## src/design/qc_pkg.sv

```systemverilog
// Shared constants and types for the quadrant classifier.
// No dependencies.
package qc_pkg;

    localparam int MAX_POINTS_DEF = 1024;
    localparam int COORD_BITS_DEF = 8;
    localparam int TEST_BITS      = 16;
    localparam logic [TEST_BITS-1:0] TEST_MAX = '1;

    localparam logic [2:0] OP_LOAD     = 3'd0;
    localparam logic [2:0] OP_TRAIN    = 3'd1;
    localparam logic [2:0] OP_TEST     = 3'd2;
    localparam logic [2:0] OP_CLASSIFY = 3'd3;
    localparam logic [2:0] OP_CLEAR    = 3'd4;

    localparam logic [1:0] ST_OK    = 2'd0;
    localparam logic [1:0] ST_FULL  = 2'd1;
    localparam logic [1:0] ST_EMPTY = 2'd2;

    typedef enum logic [2:0] {
        TR_IDLE,
        TR_BOX,
        TR_GRID,
        TR_EVAL,
        TR_DONE
    } tr_state_t;

endpackage

```

## src/design/qc_trainer.sv

```systemverilog
// Training sequencer: bounding box sweep, then per separator a point sweep
// that fills quadrant counts, then 16 labelling evaluations. Uses qc_pkg.
module qc_trainer #(
    parameter int MAX_POINTS = qc_pkg::MAX_POINTS_DEF,
    parameter int COORD_BITS = qc_pkg::COORD_BITS_DEF,
    localparam int AW = (MAX_POINTS > 1) ? $clog2(MAX_POINTS) : 1,
    localparam int EW = $clog2(MAX_POINTS + 1),
    localparam int PW = 2 * COORD_BITS + 1
) (
    input  logic                  clk,
    input  logic                  rst_n,
    input  logic                  start,
    input  logic [EW-1:0]         count,
    output logic [AW-1:0]         raddr,
    input  logic [PW-1:0]         rdata,
    output logic                  done,
    output logic [COORD_BITS-1:0] best_x,
    output logic [COORD_BITS-1:0] best_y,
    output logic [3:0]            best_labels,
    output logic [EW-1:0]         best_errors
);
    localparam int C = COORD_BITS;

    qc_pkg::tr_state_t state_reg, state_next;
    logic [EW-1:0] idx_reg;
    logic          pend_reg;
    logic [C-1:0]  xlo_reg, xhi_reg, ylo_reg, yhi_reg, gx_reg, gy_reg;
    logic [EW-1:0] q_reg [0:1][0:3];
    logic [3:0]    lab_reg;
    logic [EW-1:0] best_reg;
    logic          have_reg;
    logic [3:0]    bi_reg;
    logic [C-1:0]  bx_reg, by_reg;

    logic          sweeping, issue, sweep_end;
    logic [C-1:0]  px, py;
    logic          pc;
    logic [1:0]    region;
    logic [3:0]    lab_val;
    logic [EW-1:0] err;
    logic          take;

    assign sweeping  = (state_reg == qc_pkg::TR_BOX) || (state_reg == qc_pkg::TR_GRID);
    assign issue     = sweeping && (idx_reg != count);
    assign sweep_end = sweeping && (idx_reg == count) && !pend_reg;
    assign raddr     = idx_reg[AW-1:0];

    // offset binary keeps signed order under unsigned compare
    assign px     = {~rdata[C-1], rdata[C-2:0]};
    assign py     = {~rdata[2*C-1], rdata[2*C-2:C]};
    assign pc     = rdata[2*C];
    assign region = {py <= gy_reg, px > gx_reg};

    assign lab_val = ~lab_reg;
    assign err = q_reg[~lab_val[3]][0] + q_reg[~lab_val[2]][1]
               + q_reg[~lab_val[1]][2] + q_reg[~lab_val[0]][3];
    assign take = !have_reg || (err < best_reg) || ((err == best_reg) && (lab_reg >= bi_reg));

    always_comb
    begin
        state_next = state_reg;
        case (state_reg)
            qc_pkg::TR_IDLE: if (start) state_next = qc_pkg::TR_BOX;
            qc_pkg::TR_BOX:  if (sweep_end) state_next = qc_pkg::TR_GRID;
            qc_pkg::TR_GRID: if (sweep_end) state_next = qc_pkg::TR_EVAL;
            qc_pkg::TR_EVAL:
            begin
                if (lab_reg == 4'hF)
                begin
                    if ((gy_reg == yhi_reg) && (gx_reg == xhi_reg))
                        state_next = qc_pkg::TR_DONE;
                    else
                        state_next = qc_pkg::TR_GRID;
                end
            end
            qc_pkg::TR_DONE: state_next = qc_pkg::TR_IDLE;
            default:         state_next = qc_pkg::TR_IDLE;
        endcase
    end

    always_comb
    begin
        done        = (state_reg == qc_pkg::TR_DONE);
        best_x      = {~bx_reg[C-1], bx_reg[C-2:0]};
        best_y      = {~by_reg[C-1], by_reg[C-2:0]};
        best_labels = ~bi_reg;
        best_errors = best_reg;
    end

    always_ff @(posedge clk or negedge rst_n)
    begin
        if (!rst_n)
        begin
            state_reg <= qc_pkg::TR_IDLE;
            pend_reg  <= 1'b0;
        end
        else
        begin
            state_reg <= state_next;
            pend_reg  <= issue;
        end
    end

    always_ff @(posedge clk)
    begin
        if (issue)
            idx_reg <= idx_reg + 1'b1;
        case (state_reg)
            qc_pkg::TR_IDLE:
            begin
                idx_reg  <= '0;
                xlo_reg  <= '1;
                ylo_reg  <= '1;
                xhi_reg  <= '0;
                yhi_reg  <= '0;
                have_reg <= 1'b0;
                for (int c = 0; c < 2; c++)
                    for (int r = 0; r < 4; r++)
                        q_reg[c][r] <= '0;
            end
            qc_pkg::TR_BOX:
            begin
                if (pend_reg)
                begin
                    if (px < xlo_reg) xlo_reg <= px;
                    if (px > xhi_reg) xhi_reg <= px;
                    if (py < ylo_reg) ylo_reg <= py;
                    if (py > yhi_reg) yhi_reg <= py;
                end
                if (sweep_end)
                begin
                    idx_reg <= '0;
                    gx_reg  <= xlo_reg;
                    gy_reg  <= ylo_reg;
                end
            end
            qc_pkg::TR_GRID:
            begin
                if (pend_reg)
                    q_reg[pc][region] <= q_reg[pc][region] + 1'b1;
                if (sweep_end)
                    lab_reg <= '0;
            end
            qc_pkg::TR_EVAL:
            begin
                lab_reg <= lab_reg + 1'b1;
                if (take)
                begin
                    have_reg <= 1'b1;
                    best_reg <= err;
                    bi_reg   <= lab_reg;
                    bx_reg   <= gx_reg;
                    by_reg   <= gy_reg;
                end
                if (lab_reg == 4'hF)
                begin
                    idx_reg <= '0;
                    for (int c = 0; c < 2; c++)
                        for (int r = 0; r < 4; r++)
                            q_reg[c][r] <= '0;
                    if (gy_reg == yhi_reg)
                    begin
                        gy_reg <= ylo_reg;
                        gx_reg <= gx_reg + 1'b1;
                    end
                    else
                        gy_reg <= gy_reg + 1'b1;
                end
            end
            default: ;
        endcase
    end
endmodule

```

## config.mk

```make
export PLATFORM = sky130hd
export DESIGN_NAME = qc_trainer
export DESIGN_NICKNAME = d
export VERILOG_FILES = /design/src/design/qc_pkg.sv /design/src/design/qc_trainer.sv
export SDC_FILE = /design/constraint.sdc
export NUM_CORES = 1
export LEC_CHECK = 0
export ABC_CLOCK_PERIOD_IN_PS = 10100
export BUFFER_PORTS_ARGS = -buffer_cell sky130_fd_sc_hd__buf_2
export CELL_PAD_IN_SITES_DETAIL_PLACEMENT = 0
export CELL_PAD_IN_SITES_GLOBAL_PLACEMENT = 1
export CORE_ASPECT_RATIO = 0.8
export CORE_MARGIN = 5
export CORE_UTILIZATION = 46
export CTS_CLUSTER_DIAMETER = 30
export CTS_CLUSTER_SIZE = 30
export DETAILED_ROUTE_END_ITERATION = 10
export PLACE_DENSITY_LB_ADDON = 0.1
export SLEW_MARGIN = 0
export SYNTH_ARGS = -nofsm -noshare
export SYNTH_HDL_FRONTEND = slang
export SYNTH_SLANG_ARGS = --single-unit
```

## constraint.sdc

```tcl
create_clock -name clk -period 10.1 [get_ports clk]
set_input_delay 1.01 -clock clk [delete_from_list [all_inputs] [get_ports clk]]
set_output_delay 1.01 -clock clk [all_outputs]
set_load 0.05 [all_outputs]
```

Word level (Yosys, flattened, before mapping):

Memories as Yosys holds them, arrays and structs flattened.
Cells that the tools add are included.

* add/subtract/negate cells: 8
* $mul: 0
* div/mod/pow operators: 0
* magnitude comparators: 10
* equal/unequal tests: 21
* shifts and indexed selects: 0
* mux-type cells: 58
* bitwise operators: 19
* reduce and logical (&&, ||, !) cells: 27

Operator list (count)
* $mux W11: 14
* $mux W44: 3
* $mux W8: 14
* $pmux W8 S2: 6
* $reduce_or A44 Y1: 1
* $add A11 B11 Y11: 3
* $pmux W11 S3: 1
* $gt A8 B8 Y1: 3
* $add A11 B1 Y11 const B: 2
* $bmux W11 S2: 1
* $demux W11 S2: 1
* $eq A11 B11 Y1: 2
* $add A8 B1 Y8 const B: 2
* $eq A8 B8 Y1: 2
* $lt A8 B8 Y1: 2
* $mux W3: 5
* $reduce_and A3 Y1: 5
* $ne A2 B2 Y1 const B: 7
* $pmux W3 S4: 1
* $lt A11 B11 Y1: 1
* $ne A11 B11 Y1: 1
* $mux W1: 9
* $le A8 B8 Y1: 1
* $ne A2 B1 Y1 const B: 4
* 22 further kinds: 52

* flip-flop bits (word level): 99
* bits in latches: 0
* bits in writable memories: 88
* bits in read-only memories: 0
* output and inout bits: 42
* logic and storage cells: 159
* memories: 1

Memories
* q_reg: depth 2, bits a word 44, rd ports 5, clocked after Yosys merged registers in 0, wr ports 2, line qc_trainer.sv:28 `logic [EW-1:0] q_reg [0:1][0:3];`

Depth between registers and ports, before layout:

Gate-level depths: netlist (run 1).
An unclocked memory read counts as a cell.

* depth after elaboration: 11
* gate-level depth with buffers: 23
* gate-level depth less buffers: 21

Least setup slack after synthesis (run 1):

No wires, ideal clock.

* kind: reg2reg
* from: register lab_reg[2]
* to: register best_reg[0], in the netlist best_errors[0], enable pin
* arrival time: 6.093 ns
* data required time: 9.681 ns
* slack: 3.588 ns
* cell stages (with the launch flop): 21
* clock period less this slack: 6.512 ns
* cells stage by stage: edfxtp_1 -> clkbuf_1 -> buf_1 -> mux2i_1 -> fa_1 -> fa_1 -> inv_1 -> ha_1 -> a21o_1 -> a21oi_1 -> o21ai_0 -> a21oi_1 -> o21ai_0 -> a21o_1 -> a21oi_1 -> xnor2_1 -> ha_1 -> nand4_1 -> o41a_1 -> and3_1 -> nor2_1

* cells in the longest elaborated chain, start to end: 10
* elaborated cells on any way between the ends: 13

RTL lines
* start: declaration: line qc_trainer.sv:29 `logic [3:0] lab_reg;`
* start signal: assignment: line qc_trainer.sv:146 `lab_reg <= lab_reg + 1'b1;`
* $not A4 Y4 *: line qc_trainer.sv:54 `assign lab_val = ~lab_reg;`
* $not A1 Y1 *: line qc_trainer.sv:55 `assign err = q_reg[~lab_val[3]][0] + q_reg[~lab_val[2]][1]`
* $mem_v2 Z2 W44 *
* $add A11 B11 Y11 *: line qc_trainer.sv:55
* $add A11 B11 Y11 * (2 in series): line qc_trainer.sv:56 `+ q_reg[~lab_val[1]][2] + q_reg[~lab_val[0]][3];`
* via err[10]: line qc_trainer.sv:40 `logic [EW-1:0] err;`
* $lt A11 B11 Y1 or $eq A11 B11 Y1 (tied branches): line qc_trainer.sv:57 `assign take = !have_reg || (err < best_reg) || ((err == best_reg) && (lab_reg >= bi_reg));`
* $logic_or A1 B1 Y1 or $logic_and A1 B1 Y1 (tied branches): line qc_trainer.sv:57
* $logic_or A1 B1 Y1 *: line qc_trainer.sv:57
* $reduce_and A2 Y1 (no line) *
* end signal: assignment: line qc_trainer.sv:150 `best_reg <= err;`
* end: declaration: line qc_trainer.sv:30 `logic [EW-1:0] best_reg;`

Mark *: on every way through the listed nets, which the timed path passes. The rest lies on a longest branch.
A chain may end at the register's enable or synchronous reset.

Worst setup path in the final report (run 1):

* from: register lab_reg[2]
* to: register by_reg[7], enable pin

* cells in the longest elaborated chain, start to end: 10
* elaborated cells on any way between the ends: 13

RTL lines
* $not A4 Y4 *: line qc_trainer.sv:54
* $not A1 Y1 *: line qc_trainer.sv:55
* $mem_v2 Z2 W44 *
* $add A11 B11 Y11 *: line qc_trainer.sv:55
* $add A11 B11 Y11 * (2 in series): line qc_trainer.sv:56
* via err[10]: line qc_trainer.sv:40
* $lt A11 B11 Y1 or $eq A11 B11 Y1 (tied branches): line qc_trainer.sv:57
* $logic_or A1 B1 Y1 or $logic_and A1 B1 Y1 (tied branches): line qc_trainer.sv:57
* $logic_or A1 B1 Y1 *: line qc_trainer.sv:57
* $reduce_and A2 Y1 (no line) *
* end signal: assignment: line qc_trainer.sv:153 `by_reg <= gy_reg;`
* end: declaration: line qc_trainer.sv:33 `logic [C-1:0] bx_reg, by_reg;`

Marked as above.

==> results of run 1 <==
-- per-layer routing --
layer,routed length [um],up-vias
met4,163,0
met5,0,-
met1,15700,3756
met2,11100,250
met3,2340,15
li1,-,3694
-- per-stage QoR --
stage / worst slack, ns / area [um2]
after floorplan: 3.59 / 11400
after global placement: 4.04 / 11900
after detailed placement: 3.87 / 11900
after CTS: 3.86 / 12500
after global routing: 3.53 / 12500
final: 3.95 / 12500
-- critical path: stages (launching register included) --
cell,delay [ns]
edfxtp_1,0.93
mux2i_1,0.32
fa_1,0.47
fa_1,0.61
inv_1,0.06
ha_1,0.28
a21o_1,0.18
a21oi_1,0.22
o21ai_0,0.11
a21oi_1,0.22
o21ai_0,0.17
a21o_1,0.20
a21oi_1,0.17
xnor2_1,0.11
ha_1,0.31
nand4_1,0.11
o41a_1,0.34
and3_1,0.22
nor2_4,0.74
-- area by class of cell --
type | instances | share of cell area
clock buffers | 17 | 0.0341
well taps | 318 | 0.0319
inverters | 96 | 0.0289
flip-flops and latches | 187 | 0.439
repair buffers | 78 | 0.0325
clock inverters | 15 | 0.0140
multi-input cells | 686 | 0.419
-- kinds of logic (layout without fill, tap and decap cells) --
logic type | Yosys count | in the layout | share of synthesized area
flip-flops | 187 | 187 | 0.480
adder cells (fa/ha/maj) | 96 | 96 | 0.118
XOR/XNOR | 71 | 71 | 0.0550
multiplexers | 89 | 89 | 0.0858
AND/OR/NAND/NOR | 303 | 303 | 0.126
AO/OA/AOI/OAI | 127 | 127 | 0.0719
buffers and inverters | 161 | 206 | 0.0634
-- cell usage in the layout (no fill, tap or decap), types with 10 or more instances in the layout --
cell type,instances
nor3_1,32
a21o_1,23
and2_1,15
fa_1,20
xnor2_1,45
nand2_1,60
a21oi_1,33
edfxtp_1,172
xor2_1,25
clkbuf_16,17
ha_1,76
or3_1,14
nor2_1,101
mux2i_1,62
nand4_1,14
dfxtp_1,11
nand3_1,30
inv_1,96
o21ai_0,33
buf_2,72
a211o_1,10
mux2_2,22
-- worst min path at each step --
stage / cells past startpoint / endpoint
floorplan: 0 / bi_reg[0]
global placement: 2 / idx_reg[7]
detailed placement: 0 / by_reg[4]
CTS: 1 / pend_reg
global route: 1 / state_reg[2]
finish: 1 / pend_reg
==> flow_summary.yaml, run 1 <==
timing:
  rsz0062_at_grt: "no"
  finalCriticalPeriod_ns: 6.15
  slew_violations: 0
  finalHoldViolCount: 0
  skew_ns: 0.0156
  whs_ns: 0.385
  post-route-period-util: 0.609
  max_freq_mhz: 163
  max_slew.worst_pin.slew_ns: 1.09
  setup_viol: 0
  slew_headroom: 0.266
  setup_tns_ns: 0
drt:
  routedWlPerCell_um: 20.9
  ant_nets: 0
  drc_errors: 0
  routed_wirelength_um: 29200
  drt_iter0_drc: 598
  vias: 7715
  viasPerCell: 5.52
  drtPass1Iterations: 5
synth:
  synthTopCellsByArea: "edfxtp_1 45%, ha_1 8.3%, mux2i_1 5.4%"
  ys.flop_type: "edfxtp_1"
  synth_cell_types: 56
  syn_nets: 1161
  synth_top_area_share: 0.452
  async_flop_share: 0.0214
  synth_enable_flop_cells: 172
  ys_warn_count: 0
  synth_largest_area_cell: "edfxtp_1"
  synth_most_common_cell: "edfxtp_1"
  synth_cells: 1034
  syn-cell-area_um2: 11400
  synth_top_cells_by_count: "172 x edfxtp_1, 102 x nor2_1, 96 x inv_1"
  ys_seq_area_frac: 0.480
  ys_ff_latch: 187
  syn_area_per_cell_um2: 11.1
cts:
  numCtsBuffers: 17
  clock_path_buffers: 2
  path_clk_slew_ns: 0.08
  root_buffer: "clkbuf_16"
  cts_post_setup_buffers_inserted: 0
  clk_latency_ns: 0.44
  cts_hold_buf: 0
  ctsResizeCount: 0
  tritoncts: "yes"
  clock_sinks: 187
  h-tree-depth: 4
cells_and_area:
  final_util: 0.511
  insertedDiodeCount: 0
  largest_register_ffs: 88
  syn2layout_area_growth_pct: 9.16
  nets: 1193
  drive_gt1_frac: 0.136
  final-seq-area_um2: 5490
  fin_cells: 1397
  fill_cells: 2181
  multi_input_area_um2: 5230
floorplan:
  initial_core_util: 0.468
  die_area_um2: 28100
  die_w_um: 186
  core_area_um2: 24400
  fp.dieH_um: 151
  rows: 51
  io_pins: 73
setup_path:
  reg2reg_from: "lab_reg[2]"
  rr_endpoint: "by_reg[7]"
  criticalPathCategory: "register to register"
  cp.arrival_ns: 6.22
  reg2reg_slack_ns: 3.95
  worst-r2r-cell-count: 18
  setup.worst_path.start_class: "register"
  endpoint: "by_reg[7]"
  path_max_fanout: 31
  crit_start: "lab_reg[2]"
  cp.required_ns: 10.17
  end_kind: "register"
global_route:
  grt_remaining_overflow: 0
  antenna_found_initial: 0
  gr-usage-all-layers: 0.214
  grt_max_degree: 44
  use_met3: 0.0516
  grt_pass1_vias: 7431
  use_met1: 0.360
  grt_pass1_wl_um: 44900
  top_usage_layer: "met1"
  use_met2: 0.278
place:
  place_inst: 1365
  io_buffers: 72
  gp_congestion: 0.836
  hpwlAfterDp_um: 21900
flow_run:
  drv_cap: 0
run_status:
  status: "finished, final reports clean"
hold_path:
  hp-class: "primary input to async pin"
Power of run 1 is not shown: default switching activity piles up to over one toggle a cycle in this logic, so the estimate is an artifact.
==> inputs of run 2 (changes only) <==
- ABC_AREA: default -> 1
- ABC_CLOCK_PERIOD_IN_PS: 10100 -> 6020
- clock period: 10.1 -> 6.02 ns (I/O delays scaled with it)
==> flow_summary.yaml, run 2 <==
setup_path:
  end_kind: "register"
  path_max_fanout: 31
  cp.arrival_ns: 5.63
  setup.worst_path.start_class: "register"
  criticalPathCategory: "register to register"
  cp.required_ns: 6.11
cells_and_area:
  fill_cells: 2423
  multi_input_area_um2: 5220
  largest_register_ffs: 88
  syn2layout_area_growth_pct: 10.1
  final_common_cell: "nand2_1"
  insertedDiodeCount: 0
  drive_gt1_frac: 0.111
  stdcell_area_um2: 13100
  nets: 1534
  final-seq-area_um2: 5490
  final_cell_mix: "260 x nand2_1, 223 x inv_1, 174 x nor2_1"
place:
  place_ws_ns: 0.491
  hpwlAfterDp_um: 23600
  io_buffers: 72
  placed_cell_area_um2: 12400
  gp_congestion: 0.877
floorplan:
  rows: 52
  io_pins: 73
  die_w_um: 190
  die_area_um2: 29300
  initial_core_util: 0.469
  core_area_um2: 25400
  fp.dieH_um: 154
synth:
  syn-cell-area_um2: 11900
  synth_cells: 1365
  synth_largest_area_cell: "edfxtp_1"
  syn_nets: 1492
  ys.flop_type: "edfxtp_1"
  synthTopCellsByArea: "edfxtp_1 43%, nand2_1 8.2%, ha_1 8.0%"
  synth_top_cells_by_count: "260 x nand2_1, 223 x inv_1, 175 x nor2_1"
  synth_top_area_share: 0.433
  synth_cell_types: 51
  ys_ff_latch: 187
  ys_warn_count: 0
  syn_area_per_cell_um2: 8.73
  ys_seq_area_frac: 0.460
  synth_enable_flop_cells: 172
  synth_most_common_cell: "nand2_1"
  async_flop_share: 0.0214
timing:
  rsz0062_at_grt: "no"
  finalHoldViolCount: 0
  max_freq_mhz: 180
  max_slew.worst_pin.slew_ns: 1.13
  setup_viol: 0
  slew_headroom: 0.242
  slew_violations: 0
  setup_tns_ns: 0
  post-route-period-util: 0.921
  finalCriticalPeriod_ns: 5.54
  skew_ns: 0.0185
  setup_ws_ns: 0.476
drt:
  ant_nets: 0
  viasPerCell: 5.08
  drc_errors: 0
  drtPass1Iterations: 5
  routedWlPerCell_um: 17.9
  routed_wirelength_um: 31600
  drt_iter0_drc: 702
  vias: 8988
cts:
  clock_path_buffers: 2
  ctsResizeCount: 0
  root_buffer: "clkbuf_16"
  numCtsBuffers: 17
  path_clk_slew_ns: 0.08
  tritoncts: "yes"
  clk_latency_ns: 0.45
  clock_sinks: 187
  h-tree-depth: 4
global_route:
  grt_pass1_vias: 8387
  grt_pass1_wl_um: 48700
  grt_max_degree: 62
  gr-usage-all-layers: 0.217
  antenna_found_initial: 0
  grt_remaining_overflow: 0
flow_run:
  drv_cap: 0
hold_path:
  hp-class: "primary input to register"
run_status:
  status: "finished, final reports clean"
## run 2: cell types whose count changed after synthesis, moves of 28 or more
cell,change
inv_1,+127
mux2i_1,-61
nand2_1,+200
nor2_1,+73
o21ai_0,+64
xnor2_1,-28
## run 2: final timing paths
path / from / endpoint / slack [ns] / cells after the start
max: lab_reg[3] / by_reg[0] / 0.48 / 22
min: rdata[7] / xlo_reg[7] / 0.42 / 2
max reg2reg: lab_reg[3] / by_reg[0] / 0.48 / 22
min reg2reg: gx_reg[1] / bx_reg[1] / 0.54 / 0
max in group asynchronous: rst_n / state_reg[0] / 5.39 / 2
min in group asynchronous: rst_n / pend_reg / 0.50 / 2
## run 2: area by class of cell
type,count,area share
Tap cell,351,0.0335
Multi-Input combinational cell,888,0.398
Clock inverter,14,0.0176
Clock buffer,18,0.0327
Timing Repair Buffer,83,0.0339
Sequential cell,187,0.418
Inverter,230,0.0660
## run 2: kinds of logic after synthesis
group,synth area share
simple gates,0.200
xor+xnor,0.0323
flops,0.460
compound gates,0.0910
fa+ha+maj,0.113
buf+inv,0.102
mux,0.000840
## run 2: worst max-delay path, stage by stage, from the launching register on
cell and delay, ns:
edfxtp_1 0.58, nand2_1 0.13, o21ai_0 0.13, fa_1 0.56, inv_1 0.05, fa_1 0.54, ha_1 0.16, inv_1 0.07
fa_1 0.41, o21ai_0 0.30, a21oi_1 0.11, o21ai_0 0.27, nand2_1 0.09, nand2_1 0.07, a21oi_1 0.07, xnor2_1 0.14
ha_1 0.27, nand2_1 0.06, nor4_1 0.35, o2111ai_1 0.16, o211a_1 0.18, nor2_4 0.08, buf_4 0.39
## run 2: layer usage
layer	GRT usage	wire [um]	up-vias
li1	-	-	4507
met1	0.349	16200	4194
met2	0.312	13100	270
met3	0.0335	2020	15
met4	0.0355	198	2
met5	0.0184	69	-
## run 2: timing repair
item	in CTS	in global routing
endpoints found under the hold margin	4	0
endpoints found under the setup margin	0	0
buffers inserted	0	0
hold buffers	1	0
## run 2: per-stage QoR
step / hold slack, ns / utilization / instances
after global placement: 0.422 / 0.489 / 1738
after CTS: 0.413 / 0.516 / 1771
after floorplan: 0.306 / - / 1365
final: 0.417 / 0.516 / 1771
after global routing: 0.406 / 0.516 / 1771
after detailed placement: 0.421 / 0.489 / 1738
Power of run 2 is left out for the same reason.
